$ cat src/rtl/core/pea_pkg.sv
// Package for the pointer event accumulator: evdev codes, widths,
// register indexes and the control structs between core modules.
// No dependencies.
`timescale 1ns / 1ps

package pea_pkg;

    // fixed-point fraction of the normalised touchpad position
    localparam int FRAC_BITS = 16;
    localparam int NORM_W    = FRAC_BITS + 1;   // 1.0 is representable
    localparam int POS_W     = 16;
    localparam int GAIN_W    = 12;
    localparam int ACC_W     = 16;
    localparam int VAL_W     = 32;
    localparam int CFG_IDX_W = 3;
    localparam int CFG_DAT_W = 16;
    localparam int PROD_W    = GAIN_W + NORM_W + 2;

    // evdev types
    localparam logic [15:0] EVT_KEY = 16'd1;
    localparam logic [15:0] EVT_REL = 16'd2;
    localparam logic [15:0] EVT_ABS = 16'd3;

    // evdev codes
    localparam logic [15:0] KEY_LEFT   = 16'h0110;
    localparam logic [15:0] KEY_RIGHT  = 16'h0111;
    localparam logic [15:0] KEY_MIDDLE = 16'h0112;
    localparam logic [15:0] KEY_TOUCH  = 16'h014A;
    localparam logic [15:0] AXIS_X     = 16'd0;
    localparam logic [15:0] AXIS_Y     = 16'd1;
    localparam logic [15:0] REL_HW     = 16'd6;
    localparam logic [15:0] REL_VW     = 16'd8;

    // configuration register indexes
    localparam logic [CFG_IDX_W-1:0] CFG_X_MIN = 3'd0;
    localparam logic [CFG_IDX_W-1:0] CFG_X_MAX = 3'd1;
    localparam logic [CFG_IDX_W-1:0] CFG_Y_MIN = 3'd2;
    localparam logic [CFG_IDX_W-1:0] CFG_Y_MAX = 3'd3;
    localparam logic [CFG_IDX_W-1:0] CFG_GAIN  = 3'd4;

    // divider handshake
    typedef struct packed {
        logic             start;
        logic [POS_W-1:0] dividend;   // clamped offset from minimum
        logic [POS_W-1:0] divisor;    // range, nonzero
    } div_ctrl_t;

    typedef struct packed {
        logic              busy;
        logic              done;
        logic [NORM_W-1:0] quot;
    } div_stat_t;

endpackage

$ cat src/rtl/core/pointer_event_accumulator_top.sv
// Pointer event accumulator, top level: event decode, state, sequencer
// and output register. Depends on pea_pkg, pea_divider and pea_motion.
//
// Usage:
//  - Input channel (s_*, valid/ready) carries one evdev-style event or a
//    frame start per beat. Output channel (m_*, valid/ready) returns one
//    beat per input beat: the motion, button and wheel state after it.
//  - cfg_we/cfg_index/cfg_wdata write the touchpad limits and gain; write
//    only while the block is idle. Unknown indexes are ignored.
//  - Steps: keys, relative events, frame starts and ignored events go from
//    accept through prepare to output (an absolute touchpad event with an
//    empty or inverted range adds multiply and apply). Absolute touchpad
//    events with a valid range first run the serial divider, one quotient
//    bit a cycle, FRAC_BITS+1 of them, then multiply and apply.
//  - One item at a time: s_ready is high only when the sequencer is idle,
//    so the next beat waits until the last result is loaded for output.
//  - The output register parts the two sides: a new beat is accepted while
//    a result waits; a stalled receiver holds the sequencer at its last
//    step until the waiting result is taken.
//  - Reset (aresetn low, synchronous) clears the sequencer and pointer state,
//    restores register defaults and empties the output register.
`timescale 1ns / 1ps

module pointer_event_accumulator_top (
    input  logic                               aclk,
    input  logic                               aresetn,
    // configuration
    input  logic                               cfg_we,
    input  logic [pea_pkg::CFG_IDX_W-1:0]      cfg_index,
    input  logic [pea_pkg::CFG_DAT_W-1:0]      cfg_wdata,
    // input channel
    input  logic                               s_valid,
    output logic                               s_ready,
    input  logic                               s_mode,
    input  logic                               s_source_kind,
    input  logic [15:0]                        s_event_type,
    input  logic [15:0]                        s_event_code,
    input  logic signed [pea_pkg::VAL_W-1:0]   s_event_value,
    // result channel
    output logic                               m_valid,
    input  logic                               m_ready,
    output logic signed [pea_pkg::ACC_W-1:0]   m_motion_x,
    output logic signed [pea_pkg::ACC_W-1:0]   m_motion_y,
    output logic                               m_button_left,
    output logic                               m_button_right,
    output logic                               m_button_middle,
    output logic                               m_wheel_up,
    output logic                               m_wheel_down,
    output logic                               m_hwheel_up,
    output logic                               m_hwheel_down
);
    import pea_pkg::*;

    typedef enum logic [5:0] {
        ST_IDLE  = 6'b000001,
        ST_PREP  = 6'b000010,
        ST_DIV   = 6'b000100,
        ST_MUL   = 6'b001000,
        ST_APPLY = 6'b010000,
        ST_OUT   = 6'b100000
    } state_t;

    state_t state_reg, state_next;

    // configuration registers
    logic signed [POS_W-1:0] x_min_reg, x_max_reg, y_min_reg, y_max_reg;
    logic [GAIN_W-1:0]       gain_reg;

    // latched beat
    logic                    mode_reg, src_reg;
    logic [15:0]             type_reg, code_reg;
    logic signed [VAL_W-1:0] val_reg;

    // block state
    logic [ACC_W-1:0]  acc_x_reg, acc_x_next;
    logic [ACC_W-1:0]  acc_y_reg, acc_y_next;
    logic [2:0]        btn_reg, btn_next;     // left, right, middle
    logic [3:0]        wheel_reg, wheel_next; // up, down, h up, h down
    logic              held_reg, held_next;
    logic [NORM_W-1:0] last_x_reg, last_x_next;
    logic [NORM_W-1:0] last_y_reg, last_y_next;
    logic              scx_reg, scx_next;
    logic              scy_reg, scy_next;
    logic [NORM_W-1:0] norm_reg, norm_next;

    // output register
    logic             m_valid_reg, m_valid_next;
    logic [ACC_W-1:0] o_x_reg, o_y_reg;
    logic [2:0]       o_btn_reg;
    logic [3:0]       o_wheel_reg;

    div_ctrl_t        div_ctrl;
    div_stat_t        div_stat;
    logic [ACC_W-1:0] delta;

    // decode of the latched beat
    logic                    is_abs_x, is_abs_y, is_abs;
    logic signed [POS_W-1:0] lo, hi, pos_c;
    logic signed [POS_W:0]   range;
    logic [POS_W-1:0]        offset;
    logic                    val_nz, val_p1, val_m1, out_load;

    assign s_ready = (state_reg == ST_IDLE);

    always_comb begin
        is_abs_x = !mode_reg && src_reg && type_reg == EVT_ABS && code_reg == AXIS_X;
        is_abs_y = !mode_reg && src_reg && type_reg == EVT_ABS && code_reg == AXIS_Y;
        is_abs   = is_abs_x || is_abs_y;
        lo       = is_abs_y ? y_min_reg : x_min_reg;
        hi       = is_abs_y ? y_max_reg : x_max_reg;
        range    = 17'(hi) - 17'(lo);
        // clamp the 32-bit position into [lo, hi]
        if (val_reg < VAL_W'(lo)) begin
            pos_c = lo;
        end else if (val_reg > VAL_W'(hi)) begin
            pos_c = hi;
        end else begin
            pos_c = val_reg[POS_W-1:0];
        end
        offset = pos_c - lo;
        val_nz = (val_reg != '0);
        val_p1 = (val_reg == VAL_W'(1));
        val_m1 = (val_reg == VAL_W'(-1));
    end

    pea_divider u_div (
        .aclk    (aclk),
        .aresetn (aresetn),
        .ctrl    (div_ctrl),
        .stat    (div_stat)
    );

    pea_motion u_motion (
        .aclk      (aclk),
        .capture   (state_reg == ST_MUL),
        .gain      (gain_reg),
        .norm      (norm_reg),
        .last_norm (is_abs_y ? last_y_reg : last_x_reg),
        .delta     (delta)
    );

    assign out_load = (state_reg == ST_OUT) && (!m_valid_reg || m_ready);

    always_comb begin
        state_next  = state_reg;
        acc_x_next  = acc_x_reg;
        acc_y_next  = acc_y_reg;
        btn_next    = btn_reg;
        wheel_next  = wheel_reg;
        held_next   = held_reg;
        last_x_next = last_x_reg;
        last_y_next = last_y_reg;
        scx_next    = scx_reg;
        scy_next    = scy_reg;
        norm_next   = norm_reg;
        div_ctrl.start    = 1'b0;
        div_ctrl.dividend = offset;
        div_ctrl.divisor  = range[POS_W-1:0];

        case (state_reg)
            ST_IDLE: begin
                if (s_valid) begin
                    state_next = ST_PREP;
                end
            end
            ST_PREP: begin
                state_next = ST_OUT;
                if (mode_reg) begin
                    // frame start
                    acc_x_next = '0;
                    acc_y_next = '0;
                    wheel_next = '0;
                end else if (is_abs) begin
                    if (range > 17'sd0) begin
                        div_ctrl.start = 1'b1;
                        state_next     = ST_DIV;
                    end else begin
                        // empty or inverted range normalises to zero
                        norm_next  = '0;
                        state_next = ST_MUL;
                    end
                end else if (!src_reg) begin
                    if (type_reg == EVT_KEY) begin
                        case (code_reg)
                            KEY_LEFT:   btn_next[0] = val_nz;
                            KEY_RIGHT:  btn_next[1] = val_nz;
                            KEY_MIDDLE: btn_next[2] = val_nz;
                            default:    ;
                        endcase
                    end else if (type_reg == EVT_REL) begin
                        case (code_reg)
                            AXIS_X: acc_x_next = acc_x_reg + val_reg[ACC_W-1:0];
                            AXIS_Y: acc_y_next = acc_y_reg + val_reg[ACC_W-1:0];
                            REL_VW: begin
                                if (val_p1) wheel_next[0] = 1'b1;
                                if (val_m1) wheel_next[1] = 1'b1;
                            end
                            REL_HW: begin
                                if (val_p1) wheel_next[2] = 1'b1;
                                if (val_m1) wheel_next[3] = 1'b1;
                            end
                            default: ;
                        endcase
                    end
                end else if (type_reg == EVT_KEY && code_reg == KEY_TOUCH) begin
                    // touch level; next X and Y only set the reference
                    held_next = val_nz;
                    scx_next  = 1'b0;
                    scy_next  = 1'b0;
                end
            end
            ST_DIV: begin
                if (div_stat.done) begin
                    norm_next  = div_stat.quot;
                    state_next = ST_MUL;
                end
            end
            ST_MUL: begin
                state_next = ST_APPLY;
            end
            ST_APPLY: begin
                if (is_abs_y) begin
                    if (held_reg && scy_reg) acc_y_next = acc_y_reg + delta;
                    last_y_next = norm_reg;
                    scy_next    = 1'b1;
                end else begin
                    if (held_reg && scx_reg) acc_x_next = acc_x_reg + delta;
                    last_x_next = norm_reg;
                    scx_next    = 1'b1;
                end
                state_next = ST_OUT;
            end
            ST_OUT: begin
                if (out_load) begin
                    state_next = ST_IDLE;
                end
            end
            default: begin
                state_next = ST_IDLE;
            end
        endcase
    end

    always_comb begin
        m_valid_next = m_valid_reg;
        if (out_load) begin
            m_valid_next = 1'b1;
        end else if (m_ready) begin
            m_valid_next = 1'b0;
        end
    end

    always_ff @(posedge aclk) begin
        if (!aresetn) begin
            state_reg   <= ST_IDLE;
            m_valid_reg <= 1'b0;
            x_min_reg   <= 16'sd0;
            x_max_reg   <= 16'sd4095;
            y_min_reg   <= 16'sd0;
            y_max_reg   <= 16'sd4095;
            gain_reg    <= 12'd500;
            acc_x_reg   <= '0;
            acc_y_reg   <= '0;
            btn_reg     <= '0;
            wheel_reg   <= '0;
            held_reg    <= 1'b0;
            last_x_reg  <= '0;
            last_y_reg  <= '0;
            scx_reg     <= 1'b0;
            scy_reg     <= 1'b0;
        end else begin
            state_reg   <= state_next;
            m_valid_reg <= m_valid_next;
            acc_x_reg   <= acc_x_next;
            acc_y_reg   <= acc_y_next;
            btn_reg     <= btn_next;
            wheel_reg   <= wheel_next;
            held_reg    <= held_next;
            last_x_reg  <= last_x_next;
            last_y_reg  <= last_y_next;
            scx_reg     <= scx_next;
            scy_reg     <= scy_next;
            if (cfg_we) begin
                case (cfg_index)
                    CFG_X_MIN: x_min_reg <= cfg_wdata;
                    CFG_X_MAX: x_max_reg <= cfg_wdata;
                    CFG_Y_MIN: y_min_reg <= cfg_wdata;
                    CFG_Y_MAX: y_max_reg <= cfg_wdata;
                    CFG_GAIN:  gain_reg  <= cfg_wdata[GAIN_W-1:0];
                    default:   ;
                endcase
            end
        end
        norm_reg <= norm_next;
        if (s_valid && s_ready) begin
            mode_reg <= s_mode;
            src_reg  <= s_source_kind;
            type_reg <= s_event_type;
            code_reg <= s_event_code;
            val_reg  <= s_event_value;
        end
        if (out_load) begin
            o_x_reg     <= acc_x_reg;
            o_y_reg     <= acc_y_reg;
            o_btn_reg   <= btn_reg;
            o_wheel_reg <= wheel_reg;
        end
    end

    assign m_valid         = m_valid_reg;
    assign m_motion_x      = o_x_reg;
    assign m_motion_y      = o_y_reg;
    assign m_button_left   = o_btn_reg[0];
    assign m_button_right  = o_btn_reg[1];
    assign m_button_middle = o_btn_reg[2];
    assign m_wheel_up      = o_wheel_reg[0];
    assign m_wheel_down    = o_wheel_reg[1];
    assign m_hwheel_up     = o_wheel_reg[2];
    assign m_hwheel_down   = o_wheel_reg[3];

endmodule

$ cat src/rtl/core/pea_divider.sv
// Restoring divider: offset * 2^FRAC_BITS / range, one quotient bit a cycle
// through a single shared subtract-and-compare. Depends on pea_pkg.
`timescale 1ns / 1ps

module pea_divider (
    input  logic               aclk,
    input  logic               aresetn,
    input  pea_pkg::div_ctrl_t ctrl,
    output pea_pkg::div_stat_t stat
);
    import pea_pkg::*;

    localparam int CNT_W = $clog2(NORM_W + 1);

    logic [POS_W:0]    rem_reg, rem_next;
    logic [POS_W-1:0]  dvs_reg, dvs_next;
    logic [NORM_W-1:0] quot_reg, quot_next;
    logic [CNT_W-1:0]  cnt_reg, cnt_next;
    logic              first_reg, first_next;
    logic              busy_reg, busy_next;
    logic              done_reg, done_next;

    logic [POS_W:0]    trial;
    logic [POS_W+1:0]  diff;
    logic              ge;

    // first step compares the offset itself, later steps shift in a zero
    always_comb begin
        trial = first_reg ? rem_reg : {rem_reg[POS_W-1:0], 1'b0};
        diff  = {1'b0, trial} - {2'b00, dvs_reg};
        ge    = ~diff[POS_W+1];
    end

    always_comb begin
        rem_next   = rem_reg;
        dvs_next   = dvs_reg;
        quot_next  = quot_reg;
        cnt_next   = cnt_reg;
        first_next = first_reg;
        busy_next  = busy_reg;
        done_next  = 1'b0;
        if (ctrl.start) begin
            rem_next   = {1'b0, ctrl.dividend};
            dvs_next   = ctrl.divisor;
            quot_next  = '0;
            cnt_next   = CNT_W'(NORM_W);
            first_next = 1'b1;
            busy_next  = 1'b1;
        end else if (busy_reg) begin
            rem_next   = {1'b0, (ge ? diff[POS_W-1:0] : trial[POS_W-1:0])};
            quot_next  = {quot_reg[NORM_W-2:0], ge};
            first_next = 1'b0;
            cnt_next   = cnt_reg - 1'b1;
            if (cnt_reg == CNT_W'(1)) begin
                busy_next = 1'b0;
                done_next = 1'b1;
            end
        end
    end

    always_ff @(posedge aclk) begin
        if (!aresetn) begin
            busy_reg <= 1'b0;
            done_reg <= 1'b0;
            cnt_reg  <= '0;
        end else begin
            busy_reg <= busy_next;
            done_reg <= done_next;
            cnt_reg  <= cnt_next;
        end
        rem_reg   <= rem_next;
        dvs_reg   <= dvs_next;
        quot_reg  <= quot_next;
        first_reg <= first_next;
    end

    assign stat.busy = busy_reg;
    assign stat.done = done_reg;
    assign stat.quot = quot_reg;

endmodule

$ cat src/rtl/core/pea_motion.sv
// Touchpad motion: registered gain * (norm - last_norm), then rounding half
// away from zero to a 16-bit wrapping delta. Depends on pea_pkg.
`timescale 1ns / 1ps

module pea_motion (
    input  logic                        aclk,
    input  logic                        capture,
    input  logic [pea_pkg::GAIN_W-1:0]  gain,
    input  logic [pea_pkg::NORM_W-1:0]  norm,
    input  logic [pea_pkg::NORM_W-1:0]  last_norm,
    output logic [pea_pkg::ACC_W-1:0]   delta
);
    import pea_pkg::*;

    localparam logic [PROD_W:0] RND_HALF = {{PROD_W{1'b0}}, 1'b1} << (FRAC_BITS - 1);

    logic signed [NORM_W:0]   step;
    logic signed [PROD_W-1:0] gain_s, step_s;
    logic signed [PROD_W-1:0] prod_reg, prod_next;
    logic [PROD_W-1:0]        mag;
    logic [PROD_W:0]          rnd;
    logic [PROD_W+ACC_W:0]    rnd_ext;
    logic [ACC_W-1:0]         mag16;

    // both operands widened to the product width before the multiply
    always_comb begin
        step      = $signed({1'b0, norm}) - $signed({1'b0, last_norm});
        gain_s    = PROD_W'($signed({1'b0, gain}));
        step_s    = PROD_W'(step);
        prod_next = gain_s * step_s;
    end

    always_ff @(posedge aclk) begin
        if (capture) begin
            prod_reg <= prod_next;
        end
    end

    always_comb begin
        mag     = prod_reg[PROD_W-1] ? PROD_W'(-prod_reg) : PROD_W'(prod_reg);
        rnd     = {1'b0, mag} + RND_HALF;
        rnd_ext = {{ACC_W{1'b0}}, rnd} >> FRAC_BITS;
        mag16   = rnd_ext[ACC_W-1:0];
        delta   = prod_reg[PROD_W-1] ? ACC_W'(-mag16) : mag16;
    end

endmodule

$ cat config.mk
export PLATFORM = sky130hd
export DESIGN_NAME = pointer_event_accumulator_top
export DESIGN_NICKNAME = d
export VERILOG_FILES = /design/src/rtl/core/pea_pkg.sv /design/src/rtl/core/pointer_event_accumulator_top.sv /design/src/rtl/core/pea_divider.sv /design/src/rtl/core/pea_motion.sv
export SDC_FILE = /design/constraint.sdc
export NUM_CORES = 2
export LEC_CHECK = 0
export BUFFER_PORTS_ARGS = -buffer_cell sky130_fd_sc_hd__buf_2
export CAP_MARGIN = 20
export CORE_UTILIZATION = 35
export DETAILED_ROUTE_END_ITERATION = 7
export HOLD_SLACK_MARGIN = 0.15
export MAX_ROUTING_LAYER = met4
export PLACE_DENSITY = 0.49
export SYNTH_ARGS = -nofsm -noshare
export SYNTH_HDL_FRONTEND = slang
export SYNTH_HIERARCHICAL = 1
export SYNTH_SLANG_ARGS = --single-unit
$ cat constraint.sdc
create_clock -name aclk -period 12 [get_ports aclk]
set_input_delay 1.8 -clock aclk [delete_from_list [all_inputs] [get_ports aclk]]
set_output_delay 1.8 -clock aclk [all_outputs]
set_load 0.005 [all_outputs]
# After elaboration in Yosys (flattened, before gate mapping)
# Index checks and enable logic that the tools add are counted.
dict set report word_totals {
  ff_bits 369
  inputBits 90
  output_inout_bits 41
  elab_cells 226
}
dict set report op_classes {
  addsub 12
  mul 1
  n_lt_le_gt_ge 3
  eq_ne 45
  n_mux 70
  bitwise_logic 7
  reduce_logical 48
}
# operator count
set op_table {}
lappend op_table {{two-way mux 16 bit} 24}
lappend op_table {{two-way mux 17 bit} 6}
lappend op_table {{adder 16 bit} 4}
lappend op_table {{equality test 16 x 9 -> 1 bit (second input constant)} 4}
lappend op_table {{one-hot mux 16 bit (2 select lines)} 2}
lappend op_table {{one-hot mux 6 bit (6 select lines)} 1}
lappend op_table {{one-hot mux 17 bit (2 select lines)} 1}
lappend op_table {{adder 31 x 16 -> 32 bit (second input constant)} 1}
lappend op_table {{equality test 16 x 1 -> 1 bit (second input constant)} 2}
lappend op_table {{equality test 16 x 2 -> 1 bit (second input constant)} 2}
lappend op_table {{equality test 32 x 1 -> 1 bit (second input constant)} 1}
lappend op_table {{equality test 32 x 2 -> 1 bit (second input constant)} 1}
lappend op_table {{greater-than comparator 32 x 16 -> 1 bit} 1}
lappend op_table {{< comparator 32 x 16 -> 1 bit} 1}
lappend op_table {{nonzero test 32 bit} 1}
lappend op_table {{multiplier 13 x 18 -> 31 bit} 1}
lappend op_table {{two-way mux 31 bit} 1}
lappend op_table {{negator 31 bit} 1}
lappend op_table {{two-way mux 6 bit} 5}
lappend op_table {{!= test 2 bit (second input constant)} 15}
lappend op_table {{AND reduction 6 bit} 5}
lappend op_table {{AND reduction 7 bit} 4}
lappend op_table {{two-way mux 4 bit} 6}
lappend op_table {{two-way mux 1 bit} 18}
lappend op_table {{37 further kinds} 78}

# Longest topological paths before layout
dict set report depth {
  word_depth 12
  mapped_depth 42
  depth_no_buf 38
}

# By module
# Netlist, hierarchy kept.
# module instances cells_per_inst area_per_inst_um2 seq_area_each_um2
set modules_own_cells {}
lappend modules_own_cells {pointer_event_accumulator_top 1 1743 16263.1 6846.6}
lappend modules_own_cells {pea_motion 1 1392 11786.3 930.9}
lappend modules_own_cells {pea_divider 1 315 3280.6 1461.4}

# Worst setup path before layout
# Ideal clock, no wire load.
dict set report synth_path {
  kind {reg-to-reg}
  start {reg type_reg[5]}
  end {reg u_motion.prod_reg[30] (data pin)}
  setup_ps 260
  t_arrival_ps 8745
  required_time_ps 11740
  slack_ps 2995
  path_stages_with_launch 39
  path_buffers 3
  period_less_slack_ps 9005
  path_cell_list {edfxtp_1 nor4_4 nand4_1 nor3_4 and2_2 clkbuf_1 clkbuf_1 nand2_1 nand2_1 inv_1 ha_1 nor2b_1 o21ai_0 a21boi_0 o21ai_0 a21oi_1 o21ai_0 a21oi_1 (+3 left out) o21ai_0 fa_1 fa_1 inv_1 fa_1 fa_1 inv_1 fa_1 inv_1 ha_1 a21o_1 a2111oi_0 nand3_1 a31oi_1 a21oi_1 a21o_1 a21oi_1 xnor2_1}
}
dict set report synth_between {
  elab_chain_len 6
}
# element line_no
set synth_rtl {}
lappend synth_rtl {{from (decl)} pointer_event_accumulator_top.sv:71} ;# logic [15:0] type_reg, code_reg;
lappend synth_rtl {{from (signal assigned)} pointer_event_accumulator_top.sv:298} ;# type_reg <= s_event_type;
lappend synth_rtl {{equality test 16 x 2 -> 1 bit} pointer_event_accumulator_top.sv:107} ;# is_abs_y = !mode_reg && src_reg && type_reg == EVT_ABS && code_reg == AXIS_Y;
lappend synth_rtl {{logical AND 1 bit (2 in series)} pointer_event_accumulator_top.sv:107}
lappend synth_rtl {{two-way mux 17 bit} pointer_event_accumulator_top.sv:138} ;# .last_norm (is_abs_y ? last_y_reg : last_x_reg),
lappend synth_rtl {{subtractor 17 x 17 -> 18 bit} pea_motion.sv:27} ;# step = $signed({1'b0, norm}) - $signed({1'b0, last_norm});
lappend synth_rtl {{multiplier 13 x 18 -> 31 bit} pea_motion.sv:30} ;# prod_next = gain_s * step_s;
lappend synth_rtl {{named net u_motion.prod_next[30]} pea_motion.sv:19} ;# logic signed [PROD_W-1:0] prod_reg, prod_next;
lappend synth_rtl {{to (signal assigned)} pea_motion.sv:35} ;# prod_reg <= prod_next;
lappend synth_rtl {{to (decl)} pea_motion.sv:19}
# The timed path passes the listed nets, and every way through them passes these cells.
# A chain may end at the register's enable or synchronous reset.

# Worst setup path after layout
dict set report layout_path {
  start {reg code_reg[11]}
  end {reg u_motion.prod_reg[29] (data pin)}
}
dict set report layout_between {
  elab_chain_len 5
}
# element line_no
set layout_rtl {}
lappend layout_rtl {{from (decl)} pointer_event_accumulator_top.sv:71}
lappend layout_rtl {{from (signal assigned)} pointer_event_accumulator_top.sv:299} ;# code_reg <= s_event_code;
lappend layout_rtl {{equality test 16 x 1 -> 1 bit} pointer_event_accumulator_top.sv:107}
lappend layout_rtl {{logical AND 1 bit} pointer_event_accumulator_top.sv:107}
lappend layout_rtl {{two-way mux 17 bit} pointer_event_accumulator_top.sv:138}
lappend layout_rtl {{subtractor 17 x 17 -> 18 bit} pea_motion.sv:27}
lappend layout_rtl {{multiplier 13 x 18 -> 31 bit} pea_motion.sv:30}
lappend layout_rtl {{named net u_motion.prod_next[29]} pea_motion.sv:19}
# The timed path passes the listed nets, and every way through them passes these cells.

==> results.md <==
- Design area: approximately 0.035 mm2
- CP Launch Type: flip-flop
- # Post-CTS Setup Buffers: 0
- Root Buffer: clkbuf_16
- Net Sw Power: between 1.5 and 2 mW
- Die Y: 301 um
- Initial antenna violation count: 3
- Nets: 4053
- DIE AREA: 0.0907 mm2
- Tmin final: 10.17 ns
- Pre-CTS WS: ~1.9 ns
- DRC viols: 46
- Hold-fix buffers at CTS: 0
- Post-Route WL: 89100 um
- DP HPWL: just under 70000 um
- Via count: 24477
- Period utilisation layout: 84.7%
- Vias in the first global route: 24485
- Final Slew Violations: 0
- GP Congestion: 0.878
- Final hold viol count: 0
- Pwr Total: 5.23 mW
- Row cnt: 109
- Sw Share: 37.2%
- Wire per inst: roughly 19 um
- Clock power share: 26.6%
- Ports: 131
- Yosys warns: 6
- Filler cells: 8978
- Setup ws final: 1.83 ns
- Max cap viols: 0
- Max FFs per register: 32
- Post-DRT Antenna Nets: 0
- Drt first pass iters: 7
- Cell total after placement: approximately 4600
- First-pass GRT wire length: approximately 140000 um
- CP max stage delay: roughly 0.84 ns
- Status: complete, but fails checks
- Hold WS: 0.463 ns
- VDD IR max: 166 uV
- PostCTS Resize Cnt: 0
- Syn Area/Cell: 9.08 um2
- Post-route setup TNS: 0 ns
- Die W: 301 um
- Grt total ovfl: 0
- Worst setup EP type: flip-flop
- Largest net degree at the start of global routing: 66
- Failing checks: DRC
- Highest clock rate: ~100 MHz
- Power share of the combinational group: between 40 and 50%
- P_leak: approximately 15 nW
- Clock skew: 0.0209 ns
- Most used cell along the critical path: fa_1
- Slew headroom: 26.4%
- Pint: 3.28 mW
- Share of layout cells above drive strength 1: 9.77%
- Final setup vio count: 0
- Worst Max-Slew Pin Slew: 1.09 ns
- RSZ-0062 raised after global routing: false
- I/O Buffers: 130
- Mapped Area: about 0.031 mm2
- Sequential fraction of design power: 29.2%
- Initial core utilization: 35.4%
- Vias/cell: 5.19
- Worst-path clk slew: ~0.060 ns
- Clk Latency, worst-skew pair: 0.60 ns
- Core Util, Final: 39.2%
- Crit path max fanout: 47
- CTS max path bufs: 3
- Worst Hold Class: flip-flop to flip-flop
- Slowest cell on crit path: xnor2_1
- Power Density: 151 mW/mm2
- Worst Path Arrival: 10.49 ns
- WP data required: 12.32 ns
- Core Area: 0.0885 mm2
- Gate Count Post-Synth: 3449
- GRT Util Overall: 20.3%
- Iteration-0 DRC Markers: 1437
- CTS buffer count: 45
- Clock sink count: ~370
- CTS tree: built
- Non-filler instance count after layout: 4718
- Syn-to-layout area delta: 10.7%
- Area after DPL: 0.0332 mm2
- Critical Setup Path Class: flip-flop to flip-flop
- Syn nets: 3988
- CTS HTree Levels: 2
==> power by group through the flow <==
stage	sequential, mW	combinational [mW]	clock (mW)
final	1.52	2.31	1.39
after global routing	1.53	2.66	1.48
after global placement	1.55	2.32	0
after floorplan	1.53	1.82	0
after detailed placement	1.55	2.33	0
after CTS	1.52	2.34	1.44
==> cell type report <==
type	count	area, um2	share of cell area, %
antenna	2	5.00	0.0144
clock buffer	57	1230	3.55
clock inverter	27	273	0.786
inverter	351	1320	3.80
multi-input combinational	2572	20200	58.1
sequential	369	9240	26.6
tap	1165	1460	4.20
timing repair buffer	175	991	2.86
==> routing by layer <==
layer	up-vias	routed length, um	track usage, %
li1	12037	-	-
met1	11886	42600	27.6
met2	461	41500	32.9
met3	93	3560	2.02
met4	0	1410	4.15
met5	-	0	-
==> critical path: cells and delay by family, from the launching register on <==
family,cells,cell delay [ns]
AO/OA/AOI/OAI,13,3.06
XOR/XNOR,1,0.84
adder cells (fa/ha/maj),8,3.49
buffers and inverters,4,0.48
flip-flops,1,0.37
AND/OR/NAND/NOR,9,1.60
==> worst paths after layout <==
check / startpoint / endpoint / slack [ns] / depth (start not counted)
hold / removal: last_y_reg[4] / last_y_reg[4] / 0.46 / 2
setup / recovery: code_reg[11] / u_motion/prod_reg[29] / 1.83 / 35
setup reg to reg: code_reg[11] / u_motion/prod_reg[29] / 1.83 / 35
hold reg to reg: last_y_reg[4] / last_y_reg[4] / 0.46 / 2
==> placed cells by master (no fill, tap or decap), drive strengths merged, types with 27 or more instances in the layout <==
cell type,count
dfxtp,184
nor2b,58
clkbuf,57
buf,175
inv,353
nand2,516
nor3,46
nor2,146
xnor2,120
a21oi,153
and2,84
fa,204
edfxtp,185
and3,57
mux2i,75
xor2,39
o21ai,114
a31oi,27
a21o,52
ha,245
nand3,121
a21boi,105
Power figures use the tool's default switching activity.
